===== src/rtl/biou_pkg.sv =====
`timescale 1ns / 1ps
`default_nettype none

package biou_pkg;

    localparam int COORD_BITS_DEF = 16;
    localparam int FRAC_BITS_DEF  = 16;

    // valid bit and overlap flag riding along with each word
    typedef struct packed {
        logic valid;
        logic hit;
    } t_ctl;

endpackage

`default_nettype wire


===== src/rtl/biou_front.sv =====
`timescale 1ns / 1ps
`default_nettype none

module biou_front #(
    parameter int COORD_BITS = biou_pkg::COORD_BITS_DEF,
    localparam int CW = COORD_BITS,
    localparam int AW = 2 * COORD_BITS - 1
) (
    input  wire logic                 i_clk,
    input  wire logic                 i_rst_n,
    input  wire logic                 i_en,
    input  wire logic                 i_valid,
    input  wire logic signed [CW-1:0] i_a_left,
    input  wire logic signed [CW-1:0] i_a_top,
    input  wire logic [CW-2:0]        i_a_width,
    input  wire logic [CW-2:0]        i_a_height,
    input  wire logic signed [CW-1:0] i_b_left,
    input  wire logic signed [CW-1:0] i_b_top,
    input  wire logic [CW-2:0]        i_b_width,
    input  wire logic [CW-2:0]        i_b_height,
    output biou_pkg::t_ctl            o_ctl,
    output logic [AW-1:0]             o_num,
    output logic [AW-1:0]             o_den
);

    // stage 1: origin maxima and far edge minima
    logic signed [CW:0]   n_ax2, n_bx2, n_ay2, n_by2;
    logic                 r_v1;
    logic signed [CW-1:0] r_x1, r_y1;
    logic signed [CW:0]   r_x2, r_y2;
    logic [CW-2:0]        r_aw1, r_ah1, r_bw1, r_bh1;

    assign n_ax2 = $signed({i_a_left[CW-1], i_a_left}) + $signed({2'b00, i_a_width});
    assign n_bx2 = $signed({i_b_left[CW-1], i_b_left}) + $signed({2'b00, i_b_width});
    assign n_ay2 = $signed({i_a_top[CW-1], i_a_top}) + $signed({2'b00, i_a_height});
    assign n_by2 = $signed({i_b_top[CW-1], i_b_top}) + $signed({2'b00, i_b_height});

    // stage 2: intersection extents
    logic signed [CW+1:0] n_dx, n_dy;
    logic                 r_v2, r_ok2;
    logic [CW-2:0]        r_dx, r_dy;
    logic [CW-2:0]        r_aw2, r_ah2, r_bw2, r_bh2;

    assign n_dx = $signed({r_x2[CW], r_x2}) - $signed({{2{r_x1[CW-1]}}, r_x1});
    assign n_dy = $signed({r_y2[CW], r_y2}) - $signed({{2{r_y1[CW-1]}}, r_y1});

    // stage 3: areas
    logic                 r_v3, r_ok3;
    logic [2*CW-3:0]      r_inter, r_area_a, r_area_b;

    // stage 4: union
    logic [AW-1:0]        n_union;
    logic                 r_v4, r_hit4;
    logic [AW-1:0]        r_num, r_den;

    assign n_union = {1'b0, r_area_a} + {1'b0, r_area_b} - {1'b0, r_inter};

    always_ff @(posedge i_clk) begin
        if (!i_rst_n) begin
            r_v1 <= 1'b0;
            r_v2 <= 1'b0;
            r_v3 <= 1'b0;
            r_v4 <= 1'b0;
        end else if (i_en) begin
            r_v1 <= i_valid;
            r_v2 <= r_v1;
            r_v3 <= r_v2;
            r_v4 <= r_v3;
        end
    end

    always_ff @(posedge i_clk) begin
        if (i_en) begin
            r_x1  <= (i_a_left > i_b_left) ? i_a_left : i_b_left;
            r_y1  <= (i_a_top > i_b_top) ? i_a_top : i_b_top;
            r_x2  <= (n_ax2 < n_bx2) ? n_ax2 : n_bx2;
            r_y2  <= (n_ay2 < n_by2) ? n_ay2 : n_by2;
            r_aw1 <= i_a_width;
            r_ah1 <= i_a_height;
            r_bw1 <= i_b_width;
            r_bh1 <= i_b_height;

            r_ok2 <= !n_dx[CW+1] && !n_dy[CW+1];
            r_dx  <= n_dx[CW-2:0];
            r_dy  <= n_dy[CW-2:0];
            r_aw2 <= r_aw1;
            r_ah2 <= r_ah1;
            r_bw2 <= r_bw1;
            r_bh2 <= r_bh1;

            r_ok3    <= r_ok2;
            r_inter  <= r_dx * r_dy;
            r_area_a <= r_aw2 * r_ah2;
            r_area_b <= r_bw2 * r_bh2;

            r_hit4 <= r_ok3 && (n_union != '0);
            r_num  <= {1'b0, r_inter};
            r_den  <= n_union;
        end
    end

    assign o_ctl.valid = r_v4;
    assign o_ctl.hit   = r_hit4;
    assign o_num       = r_num;
    assign o_den       = r_den;

endmodule

`default_nettype wire


===== src/rtl/biou_cell.sv =====
`timescale 1ns / 1ps
`default_nettype none

module biou_cell #(
    parameter int AW    = 2 * biou_pkg::COORD_BITS_DEF - 1,
    parameter int QW    = biou_pkg::FRAC_BITS_DEF + 1,
    parameter bit FIRST = 1'b0
) (
    input  wire logic           i_clk,
    input  wire logic           i_rst_n,
    input  wire logic           i_en,
    input  wire biou_pkg::t_ctl i_ctl,
    input  wire logic [AW-1:0]  i_rem,
    input  wire logic [AW-1:0]  i_den,
    input  wire logic [QW-1:0]  i_quo,
    output biou_pkg::t_ctl      o_ctl,
    output logic [AW-1:0]       o_rem,
    output logic [AW-1:0]       o_den,
    output logic [QW-1:0]       o_quo
);

    logic [AW:0]    n_shift;
    logic           n_ge;
    logic [AW:0]    n_diff;
    logic           r_valid, r_hit;
    logic [AW-1:0]  r_rem, r_den;
    logic [QW-1:0]  r_quo;

    // one restoring step: shift, compare, subtract
    assign n_shift = FIRST ? {1'b0, i_rem} : {i_rem, 1'b0};
    assign n_ge    = n_shift >= {1'b0, i_den};
    assign n_diff  = n_shift - {1'b0, i_den};

    always_ff @(posedge i_clk) begin
        if (!i_rst_n) begin
            r_valid <= 1'b0;
        end else if (i_en) begin
            r_valid <= i_ctl.valid;
        end
    end

    always_ff @(posedge i_clk) begin
        if (i_en) begin
            r_hit <= i_ctl.hit;
            r_rem <= n_ge ? n_diff[AW-1:0] : n_shift[AW-1:0];
            r_den <= i_den;
            r_quo <= {i_quo[QW-2:0], n_ge};
        end
    end

    assign o_ctl.valid = r_valid;
    assign o_ctl.hit   = r_hit;
    assign o_rem       = r_rem;
    assign o_den       = r_den;
    assign o_quo       = r_quo;

endmodule

`default_nettype wire


===== src/rtl/box_iou.sv =====
`timescale 1ns / 1ps
`default_nettype none

// channel  direction  handshake          payload
// input    in         i_valid/o_ready    i_a_*, i_b_* box origins and sizes
// output   out        o_valid/i_ready    o_ratio, o_overlaps
//
// one word per cycle while the chain is not held; four geometry stages,
// then one divider cell per quotient bit
// the whole chain advances together; it holds only while the output
// word is waiting and i_ready is low
// reset clears the valid bits of every stage

module box_iou #(
    parameter int COORD_BITS = biou_pkg::COORD_BITS_DEF,
    parameter int FRAC_BITS  = biou_pkg::FRAC_BITS_DEF
) (
    input  wire logic                         i_clk,
    input  wire logic                         i_rst_n,
    input  wire logic                         i_valid,
    output logic                              o_ready,
    input  wire logic signed [COORD_BITS-1:0] i_a_left,
    input  wire logic signed [COORD_BITS-1:0] i_a_top,
    input  wire logic [COORD_BITS-2:0]        i_a_width,
    input  wire logic [COORD_BITS-2:0]        i_a_height,
    input  wire logic signed [COORD_BITS-1:0] i_b_left,
    input  wire logic signed [COORD_BITS-1:0] i_b_top,
    input  wire logic [COORD_BITS-2:0]        i_b_width,
    input  wire logic [COORD_BITS-2:0]        i_b_height,
    output logic                              o_valid,
    input  wire logic                         i_ready,
    output logic [FRAC_BITS:0]                o_ratio,
    output logic                              o_overlaps
);

    localparam int AW = 2 * COORD_BITS - 1;
    localparam int QW = FRAC_BITS + 1;

    logic           w_en;
    biou_pkg::t_ctl w_ctl [0:QW];
    logic [AW-1:0]  w_rem [0:QW];
    logic [AW-1:0]  w_den [0:QW];
    logic [QW-1:0]  w_quo [0:QW];

    assign w_en    = i_ready || !w_ctl[QW].valid;
    assign o_ready = w_en;

    biou_front #(
        .COORD_BITS (COORD_BITS)
    ) u_front (
        .i_clk      (i_clk),
        .i_rst_n    (i_rst_n),
        .i_en       (w_en),
        .i_valid    (i_valid),
        .i_a_left   (i_a_left),
        .i_a_top    (i_a_top),
        .i_a_width  (i_a_width),
        .i_a_height (i_a_height),
        .i_b_left   (i_b_left),
        .i_b_top    (i_b_top),
        .i_b_width  (i_b_width),
        .i_b_height (i_b_height),
        .o_ctl      (w_ctl[0]),
        .o_num      (w_rem[0]),
        .o_den      (w_den[0])
    );

    assign w_quo[0] = '0;

    for (genvar g = 0; g < QW; g++) begin : g_cell
        biou_cell #(
            .AW    (AW),
            .QW    (QW),
            .FIRST (g == 0)
        ) u_cell (
            .i_clk   (i_clk),
            .i_rst_n (i_rst_n),
            .i_en    (w_en),
            .i_ctl   (w_ctl[g]),
            .i_rem   (w_rem[g]),
            .i_den   (w_den[g]),
            .i_quo   (w_quo[g]),
            .o_ctl   (w_ctl[g+1]),
            .o_rem   (w_rem[g+1]),
            .o_den   (w_den[g+1]),
            .o_quo   (w_quo[g+1])
        );
    end

    assign o_valid    = w_ctl[QW].valid;
    assign o_overlaps = w_ctl[QW].hit;
    assign o_ratio    = w_ctl[QW].hit ? w_quo[QW] : '0;

endmodule

`default_nettype wire


===== config.mk =====
export PLATFORM = sky130hd
export DESIGN_NAME = box_iou
export DESIGN_NICKNAME = d
export VERILOG_FILES = /design/src/rtl/biou_pkg.sv /design/src/rtl/biou_front.sv /design/src/rtl/biou_cell.sv /design/src/rtl/box_iou.sv
export SDC_FILE = /design/constraint.sdc
export NUM_CORES = 2
export LEC_CHECK = 0
export BUFFER_PORTS_ARGS = -buffer_cell sky130_fd_sc_hd__clkbuf_2
export CAP_MARGIN = 20
export CORE_UTILIZATION = 55
export CTS_CLUSTER_DIAMETER = 100
export DETAILED_ROUTE_END_ITERATION = 8
export HOLD_SLACK_MARGIN = 0.15
export PLACE_DENSITY = 0.71
export SYNTH_ARGS = -nofsm -noshare
export SYNTH_HDL_FRONTEND = slang
export SYNTH_SLANG_ARGS = --single-unit

===== constraint.sdc =====
create_clock -name i_clk -period 141 [get_ports i_clk]
set_input_delay 21.15 -clock i_clk [delete_from_list [all_inputs] [get_ports i_clk]]
set_output_delay 21.15 -clock i_clk [all_outputs]
set_load 0.03 [all_outputs]

== Yosys cells after proc, flatten, opt, wreduce, memory -nomap -nowiden ==
Cells that the tools add are included.

* Flip-flop bits (word level): 1553
* Input bits: 128
* Output and inout port bits: 20
* Logic and storage cells: 201

* $add $sub $neg: 24
* $mul: 3
* $lt $le $gt $ge: 21
* Mux-type cells: 21
* Reduce and logical (&&, ||, !) cells: 7

{| class="wikitable"
|+ Operators by type and width
! cell !! count
|-
| $ge A32 B31 Y1 || 16
|-
| $mux W31 || 15
|-
| $sub A31 B31 Y31 || 15
|-
| $mul A15 B15 Y30 || 3
|-
| $add A16 B16 Y17 || 4
|-
| $mux W17 || 3
|-
| $sub A17 B16 Y18 || 2
|-
| $lt A17 B17 Y1 || 2
|-
| $gt A16 B16 Y1 || 2
|-
| $mux W16 || 2
|-
| $add A30 B30 Y31 || 1
|-
| $ge A30 B31 Y1 || 1
|-
| $reduce_bool A31 Y1 || 1
|-
| $sub A30 B31 Y31 || 1
|-
| $sub A31 B30 Y31 || 1
|-
| $mux W30 || 1
|-
| $logic_not A1 Y1 || 3
|-
| $logic_and A1 B1 Y1 || 2
|-
| $logic_or A1 B1 Y1 || 1
|}

== Longest topological paths before layout ==
* Depth in word-level cells: 4
* Depth in mapped cells: 26
* Mapped depth without buffers: 25

== Hierarchy ==
Synthesis repeated with hierarchy kept, for this count alone.

* Cell total of the unflattened synthesis: 11308
* Area total of the unflattened synthesis: 121590.4 µm²

{| class="wikitable"
|+ Modules (own cells, without submodules)
! module !! times used !! cells an instance !! area an instance (µm²) !! seq. area each (µm²)
|-
| biou_cell (g_cell[10].u_cell ...) || 16 || 419 || 4633.2 || 2422.3
|-
| biou_front || 1 || 4137 || 42358.1 || 11190.7
|-
| biou_cell (g_cell[0].u_cell) || 1 || 447 || 4957.3 || 2422.3
|-
| box_iou || 1 || 20 || 143.9 || 0.0
|}

== Least setup slack after synthesis ==
OpenSTA, ideal clock, no wires.

* Kind: input-to-output
* From: input i_ready
* To: output o_ready
* Arrival: 62.987 ns
* Required time: 119.850 ns
* Slack: 56.863 ns
* Cell stages on the path: 3
* Path buffers: 1
* Cell sequence: nor2b_1 > inv_1 > clkbuf_1

* Longest elaborated chain between the ends: 1

{| class="wikitable"
|+ Ends and longest elaborated chain
! what !! line !! RTL
|-
| from (decl) || box_iou.sv:31 || <nowiki>input wire logic i_ready,</nowiki>
|-
| $logic_or A1 B1 Y1 || box_iou.sv:45 || <nowiki>assign w_en = i_ready || !w_ctl[QW].valid;</nowiki>
|-
| to (decl) || box_iou.sv:21 || <nowiki>output logic o_ready,</nowiki>
|}

Every way passes these cells.

== Final worst setup path ==
Same ends and word-level chain as after synthesis.

==> flow_metrics.py <==
metrics = {
    "outcome": {
        "status": "finished clean",
    },
    "cells_and_area": {
        "mostFrequentLayoutCells": "edfxtp_1, inv_1, ha_1, nand2_1, fa_1",
        "drive_gt1_share_pct": 7.88,
        "fin_area_um2": 118000,
        "final_common_cell": "edfxtp_1",
        "nets": 11800,
        "syn_to_final_growth_pct": 8.75,
    },
    "cts": {
        "root_buffer": "clkbuf_16",
        "ctsResizeCount": 0,
        "clk_latency_ns": 0.84,
        "cts_sinks": 1553,
        "clockBufferDepth": 3,
        "holdBufCountCts": 0,
        "cts_made_buffers": 172,
        "clk_pin_slew_ns": 0.06,
        "cts_tree": "built",
        "htreeDepth": 4,
        "post_cts_buffers": 0,
    },
    "synth": {
        "synth_nets": 11600,
        "syn_avg_cell_area_um2": 10.9,
        "yosysTopAreaCell": "edfxtp_1",
        "synth-seq-cells": 1553,
        "netlist_instances": 9940,
        "async_flop_share_pct": 0,
        "syn_area_um2": 109000,
        "yosysWarnings": 0,
        "ys.flop_type": "edfxtp_1",
        "yosysSeqAreaShare_pct": 42.8,
        "synth.distinct_cells": 80,
        "synthDominantCellAreaShare_pct": 42.4,
        "synth_edf_count": 1532,
        "netlist_top_cells_area": "edfxtp_1, ha_1, fa_1",
    },
    "drt": {
        "dr.pass1.iters": 6,
        "drcViolationCount": 0,
        "avgRoutedWirePerCell_um": 18.8,
        "via_count": 72600,
        "avgViaCountPerCell": 5.64,
        "dr.first_iter.drc_count": 5020,
        "wl_um": 242000,
        "ant_nets": 0,
    },
    "global_routing": {
        "use_met2_pct": 41.7,
        "grt_max_degree": 182,
        "grt_pass1_wl_um": 388000,
        "top_usage_layer": "met2",
        "first_global_vias": 73200,
        "track_usage_pct": 24.5,
        "grtUsageMet3_pct": 3.42,
        "overflow": 0,
        "antenna_found_initial": 6,
        "grt_use_met1_pct": 31.7,
    },
    "place": {
        "portBuffers": 147,
        "place.gp.congestion": 0.940,
        "place_area_um2": 112000,
        "dp_hpwl_um": 187000,
    },
    "setup_path": {
        "worstSetupEndpointType": "primary output",
        "timing.critical_path.max_delay_family": "buffers and inverters",
        "critical_path_class": "input pin to primary output",
        "crit_slowest_cell": "inv_8",
        "worst_setup_path_start_kind": "input pin",
        "critPathRequiredTime_ns": 119.85,
        "cp.buffers_inverters": 4,
        "cpPeakStageDelay_ns": 0.40,
        "crit_arrival_ns": 22.35,
        "r2r_slack_ns": 133.37,
        "critical_path.cell_chain": "clkbuf_2 -> nor2b_1 -> buf_4 -> inv_8 -> clkbuf_2",
        "cp_common_cell": "clkbuf_2",
        "worstPathMaxFanout": 61,
    },
    "timing": {
        "setup_viol": 0,
        "maxSlewViolCount": 0,
        "clock_skew_ns": 0.0520,
        "max_freq_mhz": 23.0,
        "maxSlewHeadroom_pct": 19.2,
        "setup_tns_ns": 0,
        "hold_violations": 0,
        "min_period_ns": 43.50,
        "rsz0062_at_grt": "no",
        "min_period_over_period_pct": 30.9,
        "worstMarginPinSlew_ns": 1.21,
    },
    "floorplan": {
        "start_util_pct": 55.5,
        "die_height_um": 446,
        "ioPinCount": 148,
        "core-area_um2": 196000,
        "rows": 162,
        "die_w_um": 446,
        "die_area_um2": 199000,
    },
    "flow_run": {
        "max_cap_violations": 0,
    },
    "worst_hold_path": {
        "hold_path.class": "flip-flop to flip-flop",
    },
}
==> metal layers <==
metal	up-vias	routed length [um]
met3	469	11700
met1	35500	104000
li1	34900	-
met4	10	9440
met2	1776	118000
met5	-	57
==> synth_stat cells (106+ instances only) <==
master	number
o21a_1	106
mux2_2	286
a21oi_1	550
o21ai_0	443
ha_1	996
xnor2_1	385
edfxtp_1	1532
and2_1	459
xor2_1	179
a21o_1	311
fa_1	553
inv_1	1489
nor2_1	427
nand2_1	771
clkbuf_1	173
==> path summary, 6_finish.rpt <==
check	from	endpoint	depth (start not counted)
max	i_ready	o_ready	5
min	g_cell[4].u_cell.o_quo[2]	g_cell[5].u_cell.o_quo[3]	0
max reg2reg	u_front.r_dy[0]	u_front.r_inter[29]	25
min reg2reg	g_cell[4].u_cell.o_quo[2]	g_cell[5].u_cell.o_quo[3]	0
==> cells by family (layout without fill, tap and decap cells) <==
kind of cell / count (synthesis) / after routing / share of synthesized area [%]
AOI/OAI and AO/OA: 1938 / 1938 / 11.3
xor gates and xnor gates: 564 / 564 / 4.55
adders and majority gates: 1549 / 1549 / 21.7
buffers and inverters: 1682 / 2002 / 5.82
DFF: 1553 / 1553 / 42.8
muxes: 320 / 320 / 3.28
other: 0 / 1 / 0
and+or+nand+nor: 2334 / 2334 / 10.6
==> through the flow <==
step | instances | setup slack [ns] | hold slack (ns) | utilization (%)
3_3_place_gp | 12600 | 97.49 | 0.400 | 57.4
6_report | 12900 | 97.50 | 0.394 | 60.4
5_1_grt | 12900 | 97.42 | 0.398 | 60.4
2_1_floorplan | 9940 | 56.86 | 0.400 | -
3_5_place_dp | 12600 | 97.47 | 0.405 | 57.4
4_1_cts | 12900 | 97.48 | 0.387 | 60.3
==> worst register-to-register path, delay by kind of cell (launching register included) <==
family	cells	cell delay (ns)
AOI/OAI and AO/OA	8	1.78
adders and majority gates	7	3.39
and+or+nand+nor	4	1.15
DFF	1	0.69
buffers and inverters	6	0.34
==> final cells by class <==
class / instances / area, um2
multi-input cells: 6705 / 55900
diodes: 1 / 2.50
clock buffers: 213 / 4520
flip-flops and latches: 1553 / 46400
fillers: 15700 / 77500
inverters: 1489 / 5600
well taps: 2624 / 3280
repair buffers: 190 / 1130
clock inverters: 110 / 1190
==> registers in the layout (all words and copies together), names as in the netlist, 16 cells and up <==
name and cells:
g_cell.u_cell.o_den 496, g_cell.u_cell.o_quo 153, g_cell.u_cell.o_rem 496, g_cell.u_cell.r_hit 17
g_cell.u_cell.r_valid 17, u_front.o_den 31, u_front.o_num 30, u_front.r_area_a 30
u_front.r_area_b 30, u_front.r_inter 30, u_front.r_x1 16, u_front.r_x2 17
u_front.r_y1 16, u_front.r_y2 17
Power is left out: the tool's default activity adds up to more than one toggle a clock period on the data nets, which glitch-free logic cannot reach.
